**src/rtl/b2da_pkg.sv**
```systemverilog
// ----------------------------------------------------------------------------
// b2da_pkg: shared types and constants for the decimal text converter
// holds the place weights, the ascii offset and the beat structs that
// travel along the digit cell chain
// ----------------------------------------------------------------------------
package b2da_pkg;

   localparam int VALUE_W  = 16;
   localparam int CHAR_W   = 6;
   localparam int DIGIT_W  = 4;
   localparam int NUM_CELLS = 5;

   // ascii '0' in the 6-bit character field
   localparam logic [CHAR_W-1:0] ASCII_ZERO = 6'd48;

   // decimal place of each cell, most significant first
   localparam int PLACE_WEIGHT [NUM_CELLS] = '{10000, 1000, 100, 10, 1};

   // work item handed from one cell to the next
   typedef struct packed {
      logic               valid;
      logic [VALUE_W-1:0] rem;
      logic               started;
   } cell_beat_type;

   // character a cell offers to the result port
   typedef struct packed {
      logic              emit;
      logic [CHAR_W-1:0] digit_char;
      logic              last;
   } emit_beat_type;

endpackage

```
**src/rtl/b2da_cell.sv**
```systemverilog
// ----------------------------------------------------------------------------
// b2da_cell: one decimal place of the conversion chain
// registers the incoming remainder, extracts the digit of its place weight
// and hands the reduced remainder to the next cell
// ----------------------------------------------------------------------------
module b2da_cell #(
   parameter int WEIGHT = 1
) (
   input  logic                    clock,
   input  logic                    reset,
   input  b2da_pkg::cell_beat_type beat_in,
   output b2da_pkg::cell_beat_type beat_out,
   output b2da_pkg::emit_beat_type emit_out
);

   localparam logic IS_LAST = (WEIGHT == 1);

   b2da_pkg::cell_beat_type  beat_ff;
   logic [b2da_pkg::DIGIT_W-1:0] digit;
   logic [b2da_pkg::VALUE_W:0]   sub;

   always_ff @(posedge clock) begin
      if (reset) begin
         beat_ff.valid <= 1'b0;
      end else begin
         beat_ff.valid <= beat_in.valid;
      end
      beat_ff.rem     <= beat_in.rem;
      beat_ff.started <= beat_in.started;
   end

   // parallel compares against the nine multiples of the weight
   always_comb begin
      digit = '0;
      sub   = '0;
      for (int m = 1; m < 10; m++) begin
         if ({1'b0, beat_ff.rem} >= (b2da_pkg::VALUE_W+1)'(m * WEIGHT)) begin
            digit = b2da_pkg::DIGIT_W'(m);
            sub   = (b2da_pkg::VALUE_W+1)'(m * WEIGHT);
         end
      end
   end

   always_comb begin
      beat_out.valid   = beat_ff.valid;
      beat_out.rem     = b2da_pkg::VALUE_W'({1'b0, beat_ff.rem} - sub);
      beat_out.started = beat_ff.started || (digit != '0);
   end

   always_comb begin
      emit_out.emit       = beat_ff.valid &&
                            ((digit != '0) || beat_ff.started || IS_LAST);
      emit_out.digit_char = b2da_pkg::ASCII_ZERO + b2da_pkg::CHAR_W'(digit);
      emit_out.last       = IS_LAST;
   end

endmodule

```
**src/rtl/binary_to_decimal_ascii_unit.sv**
```systemverilog
// ----------------------------------------------------------------------------
// binary_to_decimal_ascii_unit: 16-bit binary word to decimal ascii text
// emits the digits of an unsigned word most significant first, leading
// zeros suppressed, one character per beat, last flag on the units digit
// ----------------------------------------------------------------------------
//
//   channel   ports                                  direction  handshake
//   request   start, busy, req_value[15:0]           in         start && !busy
//   response  rsp_valid, rsp_digit_char[5:0],        out        rsp_valid strobe
//             rsp_last
//
// - a request beat walks down a chain of five digit cells, one cell per
//   cycle; each cell offers its digit to the response register
// - a new request is taken only while busy is low; busy is raised after
//   each accept for a span set by the five-place cell chain
// - characters leave through the response register, most significant
//   first; one to five characters per request
// - synchronous active-high reset clears the chain, busy counter and strobe
// - the receiver cannot stall: each character is shown for one cycle only
//
module binary_to_decimal_ascii_unit (
   input  logic        clock,
   input  logic        reset,
   input  logic        start,
   output logic        busy,
   input  logic [15:0] req_value,
   output logic        rsp_valid,
   output logic [5:0]  rsp_digit_char,
   output logic        rsp_last
);

   localparam int N = b2da_pkg::NUM_CELLS;

   // busy counter load value on an accept, one less than the number of cells
   localparam logic [2:0] HOLD_CYCLES = 3'(N - 1);

   b2da_pkg::cell_beat_type chain [N+1];
   b2da_pkg::emit_beat_type emits [N];
   logic [N-1:0]            emit_vec;

   logic [2:0]  busy_cnt_ff, busy_cnt_in;
   logic        accept;
   logic        rsp_valid_ff, rsp_valid_in;
   logic [5:0]  rsp_char_ff, rsp_char_in;
   logic        rsp_last_ff, rsp_last_in;

   assign accept = start && !busy;
   assign busy   = (busy_cnt_ff != '0);

   // request beat enters the head of the chain
   always_comb begin
      chain[0].valid   = accept;
      chain[0].rem     = req_value;
      chain[0].started = 1'b0;
   end

   for (genvar k = 0; k < N; k++) begin : g_cell
      b2da_cell #(
         .WEIGHT (b2da_pkg::PLACE_WEIGHT[k])
      ) u_cell (
         .clock    (clock),
         .reset    (reset),
         .beat_in  (chain[k]),
         .beat_out (chain[k+1]),
         .emit_out (emits[k])
      );
      assign emit_vec[k] = emits[k].emit;
   end

   // accept throttle
   always_comb begin
      if (accept) begin
         busy_cnt_in = HOLD_CYCLES;
      end else if (busy_cnt_ff != '0) begin
         busy_cnt_in = busy_cnt_ff - 3'd1;
      end else begin
         busy_cnt_in = busy_cnt_ff;
      end
   end

   // only one request is ever in the chain, so at most one cell emits
   always_comb begin
      rsp_valid_in = 1'b0;
      rsp_char_in  = rsp_char_ff;
      rsp_last_in  = rsp_last_ff;
      for (int k = 0; k < N; k++) begin
         if (emits[k].emit) begin
            rsp_valid_in = 1'b1;
            rsp_char_in  = emits[k].digit_char;
            rsp_last_in  = emits[k].last;
         end
      end
   end

   always_ff @(posedge clock) begin
      if (reset) begin
         busy_cnt_ff  <= '0;
         rsp_valid_ff <= 1'b0;
      end else begin
         busy_cnt_ff  <= busy_cnt_in;
         rsp_valid_ff <= rsp_valid_in;
      end
      rsp_char_ff <= rsp_char_in;
      rsp_last_ff <= rsp_last_in;
   end

   assign rsp_valid      = rsp_valid_ff;
   assign rsp_digit_char = rsp_char_ff;
   assign rsp_last       = rsp_last_ff;

   // checks

   a_single_emitter: assert property (@(posedge clock) disable iff (reset)
      $onehot0(emit_vec))
      else $error("more than one cell emitting in a cycle");

   a_units_digit_out: assert property (@(posedge clock) disable iff (reset)
      chain[N].valid |=> (rsp_valid && rsp_last))
      else $error("units digit beat missing or not flagged last");

   a_remainder_spent: assert property (@(posedge clock) disable iff (reset)
      chain[N].valid |-> (chain[N].rem == '0))
      else $error("remainder left after the units cell");

   a_accept_spacing: assert property (@(posedge clock) disable iff (reset)
      accept |=> busy)
      else $error("request taken without holding off the next one");

endmodule

```
**config.mk**
```make
export PLATFORM = sky130hd
export DESIGN_NAME = binary_to_decimal_ascii_unit
export DESIGN_NICKNAME = d
export VERILOG_FILES = /design/src/rtl/b2da_pkg.sv /design/src/rtl/b2da_cell.sv /design/src/rtl/binary_to_decimal_ascii_unit.sv
export SDC_FILE = /design/constraint.sdc
export NUM_CORES = 1
export LEC_CHECK = 0
export BUFFER_PORTS_ARGS = -buffer_cell sky130_fd_sc_hd__buf_4
export CORE_MARGIN = 1.5
export CORE_UTILIZATION = 55
export CTS_CLUSTER_SIZE = 8
export DETAILED_ROUTE_END_ITERATION = 7
export PLACE_DENSITY = 0.72
export SETUP_SLACK_MARGIN = 0.05
export SYNTH_ARGS = -nofsm -noshare
export SYNTH_HDL_FRONTEND = slang
export SYNTH_HIERARCHICAL = 1
export SYNTH_SLANG_ARGS = --single-unit
```
**constraint.sdc**
```tcl
create_clock -name clock -period 8.35 [get_ports clock]
set_clock_uncertainty 0.2 [all_clocks]
set_input_delay 1.2525 -clock clock [delete_from_list [all_inputs] [get_ports clock]]
set_output_delay 1.2525 -clock clock [all_outputs]
set_load 0.1 [all_outputs]
```
Yosys cells after proc, flatten, opt, wreduce, memory -nomap -nowiden
Index checks and enable logic that the tools add are counted.
{"block": "totals", "reg_bits": 99, "mem_bits_ro": 0, "mem_bits_rw": 0, "latchBits": 0, "out_inout_bits": 9, "memories": 0, "inputBits": 19, "word_cells": 188}
{"block": "classes", "multipliers": 0, "bitwise": 0, "order_cmp": 45, "shifts": 0, "n_addsub": 10, "div": 0, "eq_ne": 0, "reduce_logical": 18, "n_mux": 97}
{"op": "$mux 16", "count": 6}
{"op": "$ge 16x10->1 const B", "count": 5}
{"op": "$mux 3", "count": 22}
{"op": "$ge 16x13->1 const B", "count": 4}
{"op": "$ge 16x3->1 const B", "count": 4}
{"op": "$ge 16x7->1 const B", "count": 4}
{"op": "$mux 13", "count": 4}
{"op": "$ge 16x17->1 const B", "count": 3}
{"op": "$mux 10", "count": 5}
{"op": "$ge 16x16->1 const B", "count": 3}
{"op": "$ge 16x4->1 const B", "count": 3}
{"op": "$ge 16x6->1 const B", "count": 3}
{"op": "$ge 16x9->1 const B", "count": 3}
{"op": "$mux 6", "count": 8}
{"op": "$mux 4", "count": 11}
{"op": "$ge 16x12->1 const B", "count": 2}
{"op": "$ge 16x14->1 const B", "count": 2}
{"op": "$ge 16x15->1 const B", "count": 2}
{"op": "$ge 16x2->1 const B", "count": 2}
{"op": "$ge 16x5->1 const B", "count": 2}
{"op": "$add 5x5->6 const A", "count": 5}
{"op": "$mux 15", "count": 2}
{"op": "$mux 14", "count": 2}
{"op": "$mux 7", "count": 4}
{"op": "other kinds (23)", "count": 59}

Depth between registers and ports, before layout
Gate-level depths: netlist of the first run.
{"block": "depth", "word_depth": 17, "ltp_mapped": 16, "ltp_nobuf": 15}

By module
The synthesis of the first run kept the hierarchy.
{"module": "b2da_cell (g_cell[1].u_cell)", "cells_per_inst": 166, "area_per_inst_um2": 1361.3, "seq_area_each_um2": 360.3, "n_inst": 1}
{"module": "b2da_cell (g_cell[0].u_cell)", "cells_per_inst": 156, "area_per_inst_um2": 1266.2, "seq_area_each_um2": 360.3, "n_inst": 1}
{"module": "b2da_cell (g_cell[2].u_cell)", "cells_per_inst": 140, "area_per_inst_um2": 1184.9, "seq_area_each_um2": 360.3, "n_inst": 1}
{"module": "b2da_cell (g_cell[3].u_cell)", "cells_per_inst": 130, "area_per_inst_um2": 1103.6, "seq_area_each_um2": 360.3, "n_inst": 1}
{"module": "b2da_cell (g_cell[4].u_cell)", "cells_per_inst": 90, "area_per_inst_um2": 895.9, "seq_area_each_um2": 360.3, "n_inst": 1}
{"module": "binary_to_decimal_ascii_unit", "cells_per_inst": 72, "area_per_inst_um2": 747.0, "seq_area_each_um2": 290.3, "n_inst": 1}

Worst setup path before layout of the first run
OpenSTA, ideal clock, no wires.
{"block": "synth_timing", "path_kind": "reg2reg", "startpoint": "register g_cell[3].u_cell/beat_ff[15] in the netlist's numbering", "endpoint": "register g_cell[4].u_cell/beat_ff[10] in the netlist's numbering", "path_buffers": 0, "slack_ps": 4716, "path_stages_with_launch": 14, "required_time_ps": 8031, "setup_ps": 119, "synth_period_minus_slack_ps": 3634, "arrival_ps": 3315, "path_cell_list": "dfxtp_1 > or4_4 > or3_4 > o21bai_4 > or3_4 > nand2_1 > ha_1 > inv_1 > fa_1 > a21o_1 > nand2_1 > a211oi_1 > or4_1 > xnor2_1"}
{"element": "from (decl)", "line": "b2da_cell.sv:18", "source": "b2da_pkg::cell_beat_type beat_ff;"}
{"element": "to (decl)", "line": "b2da_cell.sv:18"}

==> results of run 1 <==
## final timing paths
path / cells after the start / slack [ns] / endpoint
hold / removal: 0 / 0.13 / g_cell[1].u_cell/beat_ff[4]
hold reg to reg: 0 / 0.13 / g_cell[1].u_cell/beat_ff[4]
setup reg to reg: 13 / 4.36 / g_cell[4].u_cell/beat_ff[10]
setup / recovery: 13 / 4.36 / g_cell[4].u_cell/beat_ff[10]
## registers in the layout, summed over array words and instances, names as in the netlist
signal,count
busy_cnt_ff,3
g_cell.u_cell/beat_ff,84
g_cell.u_cell/beat_out,5
rsp_digit_char,6
rsp_last,1
rsp_valid,1
## stage by stage
stage	power, uW	hold WS (ns)	instances	utilization [%]	instance area [sq um]
2_1_floorplan	1560	0.199	708	-	6170
3_3_place_gp	1710	0.113	828	57.4	6230
3_5_place_dp	1750	0.112	828	57.4	6230
4_1_cts	2080	0.134	844	59.4	6440
5_1_grt	2230	0.141	844	59.4	6440
6_report	2080	0.132	844	59.4	6440
## per-layer routing
layer | vias to the layer above | wire length, um | GRT usage, %
li1 | 2452 | - | -
met2 | 131 | 6260 | 39.4
met5 | - | 0 | 0
met4 | 0 | 149 | 5.55
met3 | 13 | 570 | 4.24
met1 | 2268 | 5460 | 25.3
## report_power, final
group / leakage, uW / internal [uW] / switching [uW]
sequential: 0.000847 / 640 / 176
clock: 0.000102 / 169 / 159
combinational: 0.00166 / 395 / 542
## area by class of cell
cell class | count | area share (%)
tap | 140 | 2.72
clock inverter | 6 | 1.38
inverter | 39 | 2.27
sequential | 100 | 32.2
multi-input combinational | 522 | 56.3
clock buffer | 10 | 1.98
timing repair buffer | 27 | 3.15
## critical path: stages (launching register included)
cell      delay (ns)
dfxtp_1         0.34
or4_4           0.54
nor4_1          0.55
a21oi_1         0.16
or3_4           0.37
nand2_1         0.10
ha_1            0.17
inv_1           0.06
fa_1            0.40
a21o_1          0.19
nand2_1         0.07
a211oi_1        0.13
or4_1           0.45
xnor2_1         0.14
## layout by cell type, fill, tap and decap left out, drive strengths merged, types with 6 or more instances in the layout
master / instances
o21ai: 35
o211ai: 12
nor2: 55
dfxtp: 93
and2: 7
buf: 27
mux2i: 8
a21oi: 40
nor3: 16
edfxtp: 7
inv: 39
or3: 13
clkbuf: 10
nand2b: 19
o22ai: 8
nor2b: 21
mux2: 8
nand3: 10
o21a: 10
a21o: 12
nor4: 13
xor2: 11
or4: 6
conb: 17
a211o: 7
nand2: 48
xnor2: 26
ha: 37
a211oi: 11
==> impl_metrics.toml, run 1 <==
[synth]
synth_area_per_cell_sq_um = 8.76
yosysWarnings = 6
syn_inst = 701
synth_area_sq_um = 6140

[setup_path]
rr_startpoint = "g_cell[3].u_cell/beat_ff[15]"
critPathLaunchType = "register"
crit_required_ns = 8.40
crit_path_max_fanout = 5
worstSetupEndpointType = "register"
crit_path_start = "g_cell[3].u_cell/beat_ff[15]"
crit_arrival_ns = 4.03
critical_path_class = "register to register"

[final_layout]
areaGrowthSynthToFinish_pct = 4.91
drive_gt1_share_pct = 11.5
regArea_sq_um = 2070
multiInputGateArea_sq_um = 3630
layout.nets = 759
diodes = 0
num-fill-cells = 943

[clock_network]
clock_path_buffers = 2
cts_hold_buf = 0
clock_latency_ns = 0.36
cts_tree = "done"
cts_resized = 0
cts_made_buffers = 9
h-tree-depth = 3
cts_root_buf = "clkbuf_8"
cts_num_sinks = 100
clk_pin_slew_ns = 0.08
post_cts_buffers = 0

[grt]
grt_pass1_wl_mm = 20.3
first_global_vias = 4523
grtUsageTotal_pct = 21.4
grt_max_degree = 17
gr-total-overflow = 0
antenna_found_initial = 0

[sta]
tns_ns = 0
rsz0062_at_grt = "false"
hold_viol = 0
fin_ws_ns = 4.36
drv_slew = 0
max_freq_mhz = 251
setup_violations = 0
min_period_ns = 3.99
relSlewSlack_pct = 48.7
tightest_slew_ns = 0.767
finalCritPeriodShare_pct = 47.7

[die]
die_h_um = 109
row_count = 38
die_area_sq_um = 11800
die_x_um = 109
start_util_pct = 56.7
coreArea_sq_um = 10800
ios = 28

[placement]
port_buffers = 27
pre_cts_ws_ns = 4.43
dp_hpwl_mm = 9.54
gp_congestion = 0.959

[power]
ir_drop_mv = 0.162
pwr_density_cell_nw_per_um2 = 323
p_leak_uw = 0.00261

[detailed_routing]
wirelength_mm = 12.4
drt_iter0_drc = 307
first_pass_iters = 6
ant_nets = 0
route.vias.total = 4864
vias_per_cell = 5.76
wl_per_cell_um = 14.7
drc_errors = 0

[worst_hold_path]
holdCritStartpoint = "g_cell[0].u_cell/beat_ff[4]"
min_path_type = "register to register"

[status]
status = "finished, final reports clean"

[run]
maxCapViolations = 0
(Power assumes the default switching activity.)
==> run 2: changes to the inputs <==
PLACE_DENSITY = 0.75   (was 0.72)
clock period = 3.25 ns   (was 8.35 ns; I/O delays follow)
==> run 2 against run 1 <==
  * The run now ends with setup timing left
  * Core utilization is 21 points higher
  * Sequential power grew to 2.5 times the previous value
  * Sequential cell count did not move
  * Via count grew 27%
  * Wire length increased by 56%
  * Clock power grew to 2.9 times the previous value
  * Critical path depth is 2 higher
  * Non-clock buffer count rose by 171
  * Final area rose by 35%
  * Cell count is 20% higher
  * Global-route usage increased by 6.9 points
  * Critical path type unchanged
  * Largest cell class unchanged
==> impl_metrics.toml, run 2 (synthesized netlist as in run 1, its figures left out) <==
[final_layout]
diodes = 0
drive_gt1_share_pct = 41.1
layout_commonest_cell = "buf_4"
layout.nets = 930
areaGrowthSynthToFinish_pct = 41.3
regMostFlops = "g_cell.u_cell/beat_ff"
final_cell_mix = "buf_4, dfxtp_1, nor2_1"
largest_reg_flops = 84

[grt]
gr-total-overflow = 0
antenna_found_initial = 0
grtUsageTotal_pct = 28.3
first_global_vias = 5612
grt_max_degree = 17
grt_pass1_wl_mm = 26.2

[setup_path]
cp_top_family = "simple AND/OR/NAND/NOR gates"
path_buf_inv = 3
critical_path_class = "register to register"
worstSetupEndpointType = "register"
cp_cell_sequence = "or4_4 -> or3_4 -> o21bai_4 -> or3_4 -> nand2_4 -> ha_4 -> inv_2 -> fa_2 -> a21o_1 -> nand2_1 -> a211oi_2 -> buf_4 -> buf_12 -> nor4_4 -> xor2_1"
crit_path_top_delay_cell = "or4_4"
cpPeakStageDelay_ns = 0.54
critPathLaunchType = "register"
crit_path_max_fanout = 3
crit_arrival_ns = 3.77
critPathMostFrequentCell = "or3_4"
crit_required_ns = 3.35

[sta]
tightest_slew_ns = 0.815
fin_ws_ns = -0.410
rsz0062_at_grt = "true"
hold_viol = 0
finalCritPeriodShare_pct = 113
whs_ns = 0.132
max_freq_mhz = 273
drv_slew = 0
relSlewSlack_pct = 44.3
setup_violations = 38
tns_ns = -5.73
min_period_ns = 3.66

[power]
pwr_density_cell_nw_per_um2 = 832
pwr-share-comb_pct = 58.6
ir_drop_mv = 0.531
switchingPower_uw = 3040
p_total_uw = 7220
seqPwrFrac_pct = 28.3
swShare_pct = 42.1
p_int_uw = 4180
p_leak_uw = 0.00359
pwr-share-clk_pct = 13.1

[detailed_routing]
ant_nets = 0
vias_per_cell = 6.09
wirelength_mm = 19.5
route.vias.total = 6181
drc_errors = 0
drt_iter0_drc = 448
first_pass_iters = 5
wl_per_cell_um = 19.2

[die]
coreArea_sq_um = 10800
row_count = 38
die_x_um = 109
start_util_pct = 56.7
ios = 28
die_area_sq_um = 11800
die_h_um = 109

[clock_network]
clock_latency_ns = 0.39
cts_num_sinks = 100
clk_pin_slew_ns = 0.09
cts_made_buffers = 9
h-tree-depth = 3
clock_path_buffers = 2
cts_root_buf = "clkbuf_8"
cts_tree = "done"

[run]
maxCapViolations = 0

[placement]
gp_congestion = 0.929
dp_hpwl_mm = 10.8
port_buffers = 27
pre_cts_ws_ns = -0.349

[worst_hold_path]
min_path_type = "register to register"

[status]
status = "finished with violations"
violations = "setup timing"
==> run 2: cell types whose count changed in the layout (fill, tap and decap cells not counted), moves of 7 or more <==
cell / previous run / this run
ha_1: 37 / 24
dfxtp_1: 93 / 72
buf_4: 27 / 156
a21oi_1: 38 / 23
nand2_1: 47 / 39
nor4_1: 10 / 3
ha_4: 0 / 8
o21ai_0: 25 / 18
a21oi_2: 2 / 14
dlygate4sd3_1: 0 / 16
buf_6: 0 / 24
dfxtp_2: 0 / 13
dfxtp_4: 0 / 8
==> run 2: power groups by stage <==
stage               Clock (uW)  Combinational [uW]  Sequential (uW)
global route              1000                4500             2090
detailed placement           0                3150             1990
CTS                        943                3510             1990
finish                     945                4230             2040
global placement             0                3040             1970
floorplan                    0                1960             2090
==> run 2: repair_timing <==
action                     CTS  global route
setup endpoints to repair   42            47
pin swaps                   50            71
buffers inserted            26            25
hold endpoints to repair    15             1
gates resized for setup     76           106
hold buffers                15             1
==> run 2: path summary, 6_finish.rpt <==
path,startpoint,endpoint,slack (ns),cells after the start
setup / recovery,g_cell[3].u_cell/beat_ff[15],g_cell[4].u_cell/beat_ff[16],-0.41,15
hold / removal,g_cell[0].u_cell/beat_ff[3],g_cell[1].u_cell/beat_ff[3],0.13,0
hold reg to reg,g_cell[0].u_cell/beat_ff[3],g_cell[1].u_cell/beat_ff[3],0.13,0
setup reg to reg,g_cell[3].u_cell/beat_ff[15],g_cell[4].u_cell/beat_ff[16],-0.41,15
==> run 2: metal layers <==
| layer | track usage (%) | routed length [um] | part of all wire [%] |
|---|---|---|---|
| met2 | 53.6 | 10100 | 52 |
| met5 | 0 | 0 | 0 |
| met1 | 30.5 | 7190 | 37 |
| met4 | 10.9 | 1110 | 5.7 |
| met3 | 5.86 | 1030 | 5.3 |
==> run 2: cell type report <==
class	count	area, sq um
timing repair buffer	198	1640
inverter	39	146
fill	616	2160
multi-input combinational	522	4360
tap	140	175
sequential	100	2120
clock buffer	9	124
clock inverter	7	115
==> run 2: through the flow <==
step | cells | util (%) | area [sq um]
6_report | 1015 | 80.0 | 8680
3_3_place_gp | 937 | 65.8 | 7130
2_1_floorplan | 708 | - | 6250
3_5_place_dp | 937 | 65.8 | 7130
4_1_cts | 993 | 74.0 | 8020
5_1_grt | 1015 | 80.0 | 8680
